--- src/rtl/wgini_pkg.sv ---
// wgini_pkg: shared widths, status codes and control/status types for the
// weighted gini index block. depends on nothing; used by every rtl file.
package wgini_pkg;

  localparam int WEIGHT_W = 12;
  localparam int INCOME_W = 20;
  localparam int CUM_W_W  = 22;  // cumulative weight
  localparam int CUM_V_W  = 42;  // cumulative weighted income
  localparam int ACC_W    = 64;  // area accumulator
  localparam int GINI_W   = 17;
  localparam int STATUS_W = 2;

  localparam int DEF_MAX_ITEMS        = 1024;
  localparam int DEF_RESULT_FRAC_BITS = 16;

  localparam logic [GINI_W-1:0] GINI_MAX = {GINI_W{1'b1}};

  localparam logic [STATUS_W-1:0] ST_OK         = 2'd0;
  localparam logic [STATUS_W-1:0] ST_ZERO_TOTAL = 2'd1;
  localparam logic [STATUS_W-1:0] ST_NOT_ASCEND = 2'd2;
  localparam logic [STATUS_W-1:0] ST_TOO_MANY   = 2'd3;

  // controller to datapath commands, at most one high per cycle
  typedef struct packed {
    logic load;
    logic diff;
    logic mulw;
    logic accum;
    logic den;
    logic prep;
    logic div_step;
    logic emit;
  } wgini_cmd_t;

  // datapath to controller status
  typedef struct packed {
    logic last;
    logic direct;
    logic out_free;
  } wgini_stat_t;

endpackage

--- src/rtl/wgini_ctrl.sv ---
// wgini_ctrl: state machine sequencing one record and the final division.
// depends on wgini_pkg.
module wgini_ctrl
  import wgini_pkg::*;
#(
  parameter int RESULT_FRAC_BITS = DEF_RESULT_FRAC_BITS
) (
  input  logic        clk,
  input  logic        rst,
  input  logic        s_tvalid,
  output logic        s_tready,
  input  wgini_stat_t stat,
  output wgini_cmd_t  cmd
);

  localparam int SW = $clog2(RESULT_FRAC_BITS + 1);

  localparam logic [2:0] S_IDLE  = 3'd0;
  localparam logic [2:0] S_DIFF  = 3'd1;
  localparam logic [2:0] S_MULW  = 3'd2;
  localparam logic [2:0] S_ACCUM = 3'd3;
  localparam logic [2:0] S_DEN   = 3'd4;
  localparam logic [2:0] S_PREP  = 3'd5;
  localparam logic [2:0] S_DIV   = 3'd6;
  localparam logic [2:0] S_EMIT  = 3'd7;

  logic [2:0]    state;
  logic [2:0]    state_next;
  logic [SW-1:0] step;
  logic [SW-1:0] step_next;

  always_comb begin
    state_next = state;
    step_next  = step;
    cmd        = '0;
    s_tready   = 1'b0;
    unique case (state)
      S_IDLE: begin
        s_tready = 1'b1;
        if (s_tvalid) begin
          cmd.load   = 1'b1;
          state_next = S_DIFF;
        end
      end
      S_DIFF: begin
        cmd.diff   = 1'b1;
        state_next = S_MULW;
      end
      S_MULW: begin
        cmd.mulw   = 1'b1;
        state_next = S_ACCUM;
      end
      S_ACCUM: begin
        cmd.accum  = 1'b1;
        state_next = stat.last ? S_DEN : S_IDLE;
      end
      S_DEN: begin
        cmd.den    = 1'b1;
        state_next = S_PREP;
      end
      S_PREP: begin
        cmd.prep   = 1'b1;
        step_next  = SW'(RESULT_FRAC_BITS);
        state_next = stat.direct ? S_EMIT : S_DIV;
      end
      S_DIV: begin
        cmd.div_step = 1'b1;
        step_next    = step - SW'(1);
        if (step == SW'(1)) begin
          state_next = S_EMIT;
        end
      end
      S_EMIT: begin
        if (stat.out_free) begin
          cmd.emit   = 1'b1;
          state_next = S_IDLE;
        end
      end
      default: state_next = S_IDLE;
    endcase
  end

  always_ff @(posedge clk) begin
    if (rst) begin
      state <= S_IDLE;
      step  <= '0;
    end else begin
      state <= state_next;
      step  <= step_next;
    end
  end

endmodule

--- config.mk ---
export PLATFORM = sky130hd
export DESIGN_NAME = wgini_ctrl
export DESIGN_NICKNAME = d
export VERILOG_FILES = /design/src/rtl/wgini_pkg.sv /design/src/rtl/wgini_ctrl.sv
export SDC_FILE = /design/constraint.sdc
export NUM_CORES = 1
export LEC_CHECK = 0
export ABC_AREA = 1
export BUFFER_PORTS_ARGS = -buffer_cell sky130_fd_sc_hd__buf_2
export CORE_MARGIN = 2
export CORE_UTILIZATION = 45
export CTS_CLUSTER_SIZE = 20
export DETAILED_ROUTE_END_ITERATION = 10
export GPL_TIMING_DRIVEN = 0
export MAX_ROUTING_LAYER = met4
export PLACE_DENSITY_LB_ADDON = 0.1
export SLEW_MARGIN = 30
export SYNTH_ARGS = -nofsm -noshare
export SYNTH_HDL_FRONTEND = slang
export SYNTH_SLANG_ARGS = --single-unit
--- constraint.sdc ---
create_clock -name clk -period 1.3 [get_ports clk]
set_input_delay 0.325 -clock clk [delete_from_list [all_inputs] [get_ports clk]]
set_output_delay 0.325 -clock clk [all_outputs]
set_load 0.02 [all_outputs]
==> qor.yml, run 1 <==
clocking:
  cts_hold_buf: 0
  root_buffer: "clkbuf_4"
  clk_path_buf_depth: 2
  cts.clk_slew.worst_paths_ns: 0.05
  cts_max_level: 1
  cts_sinks: 8
  clk_latency_ns: 0.25
  cts_tree: "yes"
  cts_buffers: 3
worst_setup_path:
  startpoint_type: "register"
  crit_path_max_fanout: 4
  worstRegToRegCells: 10
  worst_setup_path_end_kind: "primary output"
  reg2reg_slack_ns: -0.12
  critPathKind: "register to primary output"
  worstSetupEndpoint: "cmd[2]"
  cp.arrival_ns: 1.16
  startpoint: "state[1]"
  cp_data_required_time_ns: 0.98
  r2r-start: "state[1]"
  r2r-end: "state[0]"
run_status:
  outcome: "finished with violations"
  violations: "negative setup slack"
final_layout:
  multiInputGateArea_um2: 464
  register_area_um2: 171
  instances_no_fill: 130
  drive_gt1_frac: 0.574
  fill_cells: 99
  fin_nets: 129
  n_antenna_cell: 0
  area_growth_pct: 67.0
  finalCoreUtilization: 0.784
timing:
  max_slew.worst_pin.slew_ns: 0.189
  setup_tns_ns: -1.44
  fmax_ghz: 0.674
  fin_crit_ns: 1.48
  hold_viol: 0
  setup_violations: 12
  drv_slew: 0
  fin_ws_ns: -0.183
  hold_ws_ns: 0.305
  clock_skew_ns: 0.00222
  fin_crit_sh: 1.14
  worst_slew_margin_rel: 0.874
  rsz0062_at_grt: "true"
global_route:
  grt_antenna_before_repair: 0
  grt_overflow: 0
  grt_usage: 0.192
  grt_pass1_vias: 527
  grt_max_degree: 8
  grt_pass1_wl_um: 1980
routing:
  via_per_inst: 4.95
  final_antenna_net_count: 0
  drt_iter0_drc: 16
  routedWlPerCell_um: 12.6
  first_pass_iters: 4
  wl_um: 1640
  drc_errors: 0
  vias: 644
floorplan:
  core_um2: 1250
  die_w_um: 40.2
  start_util: 0.470
  rows: 13
  die_y_um: 40.2
  die-area_um2: 1610
  ios: 15
synthesis:
  synthFlopType: "dfxtp_1"
  synth.cell_area_um2: 588
  synthCells: 89
  synthDistinctLibCells: 21
  synth_top_cell_area_share: 0.272
  synth_nets: 101
  synth-seq-cells: 8
  yosys-top-cells-area: "dfxtp_1, inv_1, ha_1"
  yosysSeqAreaShare: 0.272
  yosys.area.top_type: "dfxtp_1"
  synth-async-reset-ratio: 0
  yosys-top-cells-count: "inv_1, nand2_1, dfxtp_1, nand3_1, nor2_1"
  yosysWarningCount: 0
  synth-edff-count: 0
  yosysMostFrequentCell: "inv_1"
  syn_avg_cell_area_um2: 6.61
power:
  p_comb_frac: 0.665
  p_int_mw: 0.968
  p_sw_frac: 0.439
  switchingPower_mw: 0.757
  seqPwrFrac: 0.228
  leakagePower_nw: 0.508
  irDropWorstVdd_uv: 1190
  p_clk_frac: 0.107
  power_density_nw_per_um2: 1760
  power_mw: 1.72
place:
  hpwl_um: 942
  finalWeightedCongestion: 0.744
  place_inst: 118
  numPortBuffers: 14
flow_run:
  cap_violations: 0
hold_path:
  hp-class: "primary input to register"
-- flip-flops by register name, indices dropped and copies added (netlist names) --
signal / flops
step: 5
state: 3
-- how the worst min path moves through the flow --
stage | cells after the start | to | slack (ns) | startpoint
2_1_floorplan | 1 | state[1] | 0.39 | rst
3_3_place_gp | 1 | step[0] | 0.47 | step[0]
3_5_place_dp | 2 | step[3] | 0.48 | step[3]
4_1_cts | 2 | state[1] | 0.30 | rst
5_1_grt | 2 | state[1] | 0.29 | rst
6_report | 2 | state[1] | 0.31 | rst
-- worst max-delay path: stages, from the launching register on --
cell and delay [ns]:
dfxtp_4 0.40, inv_4 0.06, ha_4 0.18, nand2_4 0.11, inv_4 0.04, buf_6 0.12
-- stage by stage --
stage | instance area, um2 | setup WS, ns
floorplan | 602 | 0.00151
global placement | 691 | -0.100
detailed placement | 691 | -0.105
CTS | 867 | -0.176
global route | 982 | -0.229
finish | 982 | -0.183
-- logic make-up after synthesis --
logic type      synth area share
compound gates             0.109
fa+ha+maj                  0.128
buf+inv                    0.157
flops                      0.272
simple gates               0.334
-- power by group through the flow --
| stage | registers (mW) | logic, mW | clock network, mW |
|---|---|---|---|
| floorplan | 0.318 | 0.460 | 0 |
| global placement | 0.325 | 0.595 | 0 |
| finish | 0.393 | 1.15 | 0.185 |
| CTS | 0.385 | 0.851 | 0.192 |
| detailed placement | 0.327 | 0.606 | 0 |
| global route | 0.400 | 1.21 | 0.207 |
-- area by class of cell --
type                            count  area share
Timing Repair Buffer               23       0.201
Inverter                           24       0.110
Tap cell                           15      0.0191
Multi-Input combinational cell     57       0.473
Sequential cell                     8       0.175
Clock buffer                        3      0.0229
-- metal layers --
layer | share of wire | global-route usage
met1 | 0.41 | 0.208
met2 | 0.54 | 0.319
met3 | 0.053 | 0.0833
met4 | 0.0055 | 0.0517
met5 | 0 | -
-- what timing repair did --
| item | 4_1_cts | 5_1_grt |
|---|---|---|
| buffers inserted | 5 | 5 |
| pin swaps | 6 | 11 |
| setup endpoints to repair | 14 | 14 |
| resized for setup | 41 | 23 |
-- cells in the final DEF, fill, tap and decap left out, drive strengths merged --
master   n
a211oi   1
a21oi    5
a31oi    1
buf     23
clkbuf   3
clkinv   1
dfxtp    8
ha       6
inv     23
nand2   20
nand3    8
nand4    1
nor2     8
nor3     3
o21ai    3
o22ai    1
No activity file was read; power rests on OpenSTA's default activity.
==> run 2: changes to the inputs <==
--- a/config.mk
+++ b/config.mk
@@ -14,7 +14,8 @@
 export GPL_TIMING_DRIVEN = 0
 export MAX_ROUTING_LAYER = met4
 export PLACE_DENSITY_LB_ADDON = 0.1
-export SLEW_MARGIN = 30
+export REMOVE_ABC_BUFFERS = 1
+export SLEW_MARGIN = 20
 export SYNTH_ARGS = -nofsm -noshare
 export SYNTH_HDL_FRONTEND = slang
 export SYNTH_SLANG_ARGS = --single-unit
==> constraint.sdc (replaced) <==
create_clock -name clk -period 1.25 [get_ports clk]
set_input_delay 0.3125 -clock clk [delete_from_list [all_inputs] [get_ports clk]]
set_output_delay 0.3125 -clock clk [all_outputs]
set_load 0.02 [all_outputs]
==> run 2 against run 1 <==
Effect of this change: sequential share of layout area is 1.7 points higher; wire length fell by 10%; the run still ends with negative setup slack left; critical path depth unchanged; first-iteration DRC count down 31%.
==> qor.yml, run 2 (synthesis gave the netlist of run 1 again) <==
clocking:
  clk_path_buf_depth: 2  # unchanged
  cts_tree: "yes"
  cts_sinks: 8  # unchanged
  root_buffer: "clkbuf_4"
  cts.clk_slew.worst_paths_ns: 0.05  # about the same
  cts_hold_buf: 0  # unchanged
  cts_max_level: 1  # unchanged
  clk_latency_ns: 0.24  # about the same
  cts_buffers: 3  # unchanged
timing:
  clock_skew_ns: 0.00356  # +0.00134 ns
  drv_slew: 0  # unchanged
  worst_slew_margin_rel: 0.889  # +0.0151
  max_slew.worst_pin.slew_ns: 0.167  # -0.0226 ns
  hold_ws_ns: 0.300  # -0.00474 ns
  setup_tns_ns: -1.67  # -0.229 ns
  hold_viol: 0  # unchanged
  fin_crit_ns: 1.45
  fin_crit_sh: 1.16
  rsz0062_at_grt: "true"
  fmax_ghz: 0.689
  setup_violations: 13  # +1
  fin_ws_ns: -0.200  # -0.0171 ns
flow_run:
  cap_violations: 0  # unchanged
floorplan:
  ios: 15  # unchanged
  core_um2: 1250  # unchanged
  die_y_um: 40.2  # unchanged
  rows: 13  # unchanged
  die-area_um2: 1610  # unchanged
  start_util: 0.470  # unchanged
  die_w_um: 40.2  # unchanged
global_route:
  grt_pass1_vias: 519  # -1.5%
  grt_usage: 0.211  # +0.0182
  grt_max_degree: 8  # unchanged
  grt_antenna_before_repair: 0  # unchanged
  grt_overflow: 0  # unchanged
  grt_pass1_wl_um: 2150  # +8.3%
worst_setup_path:
  worst_setup_path_end_kind: "primary output"
  reg2reg_slack_ns: -0.07  # +0.05 ns
  critPathTopFamily: "flip-flops"
  critical_path.cell_chain: "inv_4 -> ha_4 -> nand2_2 -> inv_1 -> buf_2"
  worst-path-buf-inv: 3  # unchanged
  worstRegToRegCells: 9  # -1
  cpMaxStageDelayCell: "dfxtp_4"
  r2r-end: "state[2]"
  critPathKind: "register to primary output"
  crit_path_max_fanout: 4  # unchanged
  cpPeakStageDelay_ns: 0.40  # about the same
  cp_data_required_time_ns: 0.94  # -0.04 ns
  startpoint_type: "register"
  cp.arrival_ns: 1.14  # -0.02 ns
  cp.depth: 5  # unchanged
  r2r-start: "state[0]"
hold_path:
  holdCritStartpoint: "rst"
  hold_end: "state[1]"
  holdPathStages: 2  # unchanged
  hp-class: "primary input to register"
place:
  place_inst: 118  # unchanged
  dp_slack_ns: -0.162  # -0.0578 ns
  numPortBuffers: 14  # unchanged
  finalWeightedCongestion: 0.715  # -4.0%
  hpwl_um: 921  # -2.2%
final_layout:
  layout_commonest_cell: "inv_1"
  instances_no_fill: 126  # -3.1%
  largestRegisters: "step: 5 flops, state: 3 flops"
  drive_gt1_frac: 0.550  # -0.0244
  multiInputGateArea_um2: 440  # -5.1%
  fin_nets: 125  # -3.1%
  top_register: "step"
  layout_common_cells: "inv_1, buf_4, nand2_1"
  n_antenna_cell: 0  # unchanged
  register_area_um2: 171  # unchanged
  area_growth_pct: 52.6
  fill_cells: 97  # -2.0%
  largest_reg_flops: 5  # unchanged
routing:
  drt_iter0_drc: 11  # -5
  via_per_inst: 4.93  # -0.51%
  vias: 621  # -3.6%
  wl_um: 1480  # -10%
  drc_errors: 0  # unchanged
  final_antenna_net_count: 0  # unchanged
  routedWlPerCell_um: 11.7  # -7.4%
  first_pass_iters: 4  # unchanged
power:
  seqPwrFrac: 0.250  # +0.022
  p_comb_frac: 0.634  # -0.031
  irDropWorstVdd_uv: 1480  # +24%
  p_int_mw: 0.882  # -8.9%
  p_clk_frac: 0.117  # +0.010
  power_density_nw_per_um2: 1790  # +1.7%
  leakagePower_nw: 0.467  # -8.1%
  p_sw_frac: 0.449  # +0.0107
  switchingPower_mw: 0.720  # -4.8%
  power_mw: 1.60  # -7.1%
run_status:
  outcome: "finished with violations"
  violations: "negative setup slack"
run 2: changes by cell type in the layout (fill, tap and decap cells not counted), moves of 2 or more:
cell,previous run,this run
buf_4,8,10
buf_6,10,3
inv_1,12,14
nand2_2,4,7
nand2_4,7,4
run 2: repair_timing:
item | CTS | global route
pin swaps | 8 | 5
endpoints found under the setup margin | 17 | 13
buffers inserted | 3 | 2
gates resized for setup | 40 | 13
run 2: how the worst max path moves through the flow:
stage	startpoint	to	slack, ns
floorplan	state[0]	cmd[7]	-0.20
global placement	state[0]	state[0]	-0.16
global route	state[0]	cmd[7]	-0.28
detailed placement	state[0]	state[0]	-0.16
finish	state[1]	cmd[3]	-0.20
CTS	state[1]	cmd[7]	-0.24
run 2: power by group through the flow:
stage                     Sequential [mW]  Combinational [mW]  Clock [mW]
after CTS                           0.392               0.804       0.202
after detailed placement            0.339               0.613           0
final                               0.400                1.02       0.187
after global routing                0.409                1.11       0.221
after global placement              0.337               0.609           0
after floorplan                     0.331               0.469           0
run 2: stage by stage:
stage / cell area (um2) / utilization
after floorplan: 588 / -
after global placement: 677 / 0.540
after detailed placement: 677 / 0.540
after CTS: 836 / 0.667
after global routing: 897 / 0.716
final: 897 / 0.716
run 2: cell type report:
class / instances / area share
Clock buffer: 3 / 0.0251
Inverter: 24 / 0.117
Multi-Input combinational cell: 57 / 0.491
Sequential cell: 8 / 0.191
Tap cell: 15 / 0.0209
Timing Repair Buffer: 19 / 0.155
run 2: worst reg2reg max path: cells and delay by family, from the launching register on:
kind | cells | cell delay, ns
simple gates | 4 | 0.27
flops | 1 | 0.38
buf+inv | 3 | 0.26
fa+ha+maj | 1 | 0.18
compound gates | 1 | 0.13
run 2: layer usage:
layer	vias up	global-route usage	wire, um	part of all wire
li1	322	-	-	-
met1	282	0.239	647	0.44
met2	17	0.343	755	0.51
met3	0	0.0833	73	0.049
met4	0	0.0517	0	0
met5	-	-	0	0
==> run 3: changes to the inputs <==
--- a/config.mk
+++ b/config.mk
@@ -7,10 +7,11 @@
 export LEC_CHECK = 0
 export ABC_AREA = 1
 export BUFFER_PORTS_ARGS = -buffer_cell sky130_fd_sc_hd__buf_2
-export CORE_MARGIN = 2
-export CORE_UTILIZATION = 45
+export CORE_AREA = 2 2 39 41
+export CTS_BUF_LIST = sky130_fd_sc_hd__clkbuf_8
 export CTS_CLUSTER_SIZE = 20
 export DETAILED_ROUTE_END_ITERATION = 10
+export DIE_AREA = 0 0 41 43
 export GPL_TIMING_DRIVEN = 0
 export MAX_ROUTING_LAYER = met4
 export PLACE_DENSITY_LB_ADDON = 0.1
==> constraint.sdc (replaced) <==
create_clock -name clk -period 1.8 [get_ports clk]
set_input_delay 0.45 -clock clk [delete_from_list [all_inputs] [get_ports clk]]
set_output_delay 0.45 -clock clk [all_outputs]
set_load 0.02 [all_outputs]
==> run 3 against run 2 <==
Effect of this change: via count down 9.2%; core utilization down 19 points; global-route usage down 4.2 points; the run now ends clean; power down 45%; clock power up 17%; critical path depth unchanged; first-iteration DRC count up 55%; flip-flop and latch count unchanged; hold slack better by 0.16 ns; register-to-register slack better by 0.46 ns; combinational power down 58%.
==> qor.yml, run 3 (synthesis gave the netlist of run 1 again) <==
clocking:
  cts_hold_buf: 0  # unchanged
  cts.clk_slew.worst_paths_ns: 0.04  # about the same
  cts_sinks: 8  # unchanged
  cts_buffers: 3  # unchanged
  cts_tree: "yes"
  clk_latency_ns: 0.23  # about the same
  clk_path_buf_depth: 2  # unchanged
  root_buffer: "clkbuf_8"
  cts_max_level: 1  # unchanged
timing:
  hold_ws_ns: 0.457  # +0.156 ns
  clock_skew_ns: 0.00912  # +0.00556 ns
  fmax_ghz: 0.578
  drv_slew: 0  # unchanged
  setup_violations: 0  # -13
  rsz0062_at_grt: "true"
  worst_slew_margin_rel: 0.827  # -0.0615
  fin_crit_sh: 0.962
  max_slew.worst_pin.slew_ns: 0.259  # +0.0921 ns
  fin_crit_ns: 1.73
  hold_viol: 0  # unchanged
place:
  hpwl_um: 963  # +4.6%
  numPortBuffers: 14  # unchanged
  dpl_cell_area_um2: 678  # +0.18%
  place_inst: 119  # +0.85%
  finalWeightedCongestion: 0.769  # +7.6%
power:
  irDropWorstVdd_uv: 629  # -58%
  leakagePower_nw: 0.427  # -8.6%
  power_density_nw_per_um2: 1200  # -33%
final_layout:
  largestRegisters: "step: 5 flops, state: 3 flops"
  register_area_um2: 160  # -6.6%
  multiInputGateArea_um2: 338  # -23%
  drive_gt1_frac: 0.280  # -0.269
  area_growth_pct: 24.0
  layout_common_cells: "inv_1, nand2_1, buf_2"
  fill_cells: 144  # +48%
  top_register: "step"
  instances_no_fill: 123  # -2.4%
  final_cell_area_um2: 729  # -19%
  layout_commonest_cell: "inv_1"
  fin_nets: 121  # -3.2%
  n_antenna_cell: 0  # unchanged
  largest_reg_flops: 5  # unchanged
routing:
  drt_iter0_drc: 17  # +6
  first_pass_iters: 4  # unchanged
  via_per_inst: 4.59  # -7.0%
  drc_errors: 0  # unchanged
  vias: 564  # -9.2%
  final_antenna_net_count: 0  # unchanged
  wl_um: 1160  # -21%
  routedWlPerCell_um: 9.46  # -19%
worst_setup_path:
  r2r-end: "step[4]"
  worst_setup_path_end_kind: "primary output"
  crit_path_max_fanout: 4  # unchanged
  worstRegToRegCells: 9  # unchanged
  startpoint_type: "register"
  critPathKind: "register to primary output"
  cp.arrival_ns: 1.28  # +0.14 ns
  reg2reg_slack_ns: 0.39  # +0.46 ns
  r2r-start: "state[0]"
  cp_data_required_time_ns: 1.35  # +0.41 ns
floorplan:
  ios: 15  # unchanged
  start_util: 0.425  # -0.0446
  die_y_um: 43  # +7.1%
  rows: 14  # +1
  core_um2: 1380  # +10%
  die-area_um2: 1760  # +9.4%
  die_w_um: 41  # +2.1%
global_route:
  grt_antenna_before_repair: 0  # unchanged
  grt_max_degree: 8  # unchanged
  grt_pass1_vias: 509  # -1.9%
  grt_usage: 0.169  # -0.0419
  grt_pass1_wl_um: 1970  # -8.0%
  grt_overflow: 0  # unchanged
hold_path:
  hp-class: "primary input to register"
  hold_end: "state[1]"
  holdCritStartpoint: "rst"
  holdPathStages: 2  # unchanged
run_status:
  outcome: "finished clean"
flow_run:
  cap_violations: 0  # unchanged
==> run 3: cell count changes in the layout (fill, tap and decap cells not counted), moves of 4 or more <==
| cell | delta |
|---|---|
| buf_2 | +8 |
| buf_4 | -9 |
| inv_1 | +7 |
| inv_2 | -5 |
| nand2_1 | +6 |
| nand2_2 | -4 |
==> run 3: layout make-up <==
| type | count | share of cell area |
|---|---|---|
| Sequential cell | 8 | 0.220 |
| Timing Repair Buffer | 15 | 0.106 |
| Inverter | 24 | 0.127 |
| Tap cell | 16 | 0.0274 |
| Multi-Input combinational cell | 57 | 0.463 |
| Clock buffer | 3 | 0.0566 |
==> run 3: power breakdown <==
group / internal [mW] / switching [mW]
sequential: 0.205 / 0.0264
combinational: 0.160 / 0.267
clock: 0.145 / 0.0728
==> run 3: metrics by stage <==
step / setup TNS, ns / setup WS [ns] / utilization / total power [mW]
floorplan: 0 / 0.215 / - / 0.555
global placement: 0 / 0.302 / 0.490 / 0.656
detailed placement: 0 / 0.282 / 0.490 / 0.662
CTS: 0 / 0.0371 / 0.520 / 0.882
global route: -0.0102 / -0.00758 / 0.527 / 0.958
finish: 0 / 0.0688 / 0.527 / 0.876
==> run 3: worst max path at each step <==
| stage | startpoint | endpoint | slack, ns | depth (start not counted) |
|---|---|---|---|---|
| CTS | state[0] | cmd[1] | 0.04 | 5 |
| global route | state[0] | cmd[1] | -0.008 | 5 |
| finish | state[0] | cmd[1] | 0.07 | 5 |
| detailed placement | state[0] | cmd[1] | 0.28 | 5 |
| floorplan | state[0] | cmd[7] | 0.21 | 4 |
| global placement | state[0] | cmd[1] | 0.30 | 5 |
==> run 3: repair_timing <==
action                     4_1_cts  5_1_grt
setup buffers                    0        1
setup endpoints to repair        0        2
resized for setup                0        1
==> run 3: layer usage <==
layer  share of wire  GRT usage
met3           0.071     0.0785
met5               0          -
met1            0.50      0.238
met2            0.43      0.225
met4               0     0.0200
==> run 3: critical path, stage by stage, from the launching register on <==
cell and delay, ns:
dfxtp_1 0.35, inv_1 0.08, ha_1 0.24, nand2_2 0.12
clkinv_2 0.10, buf_2 0.17
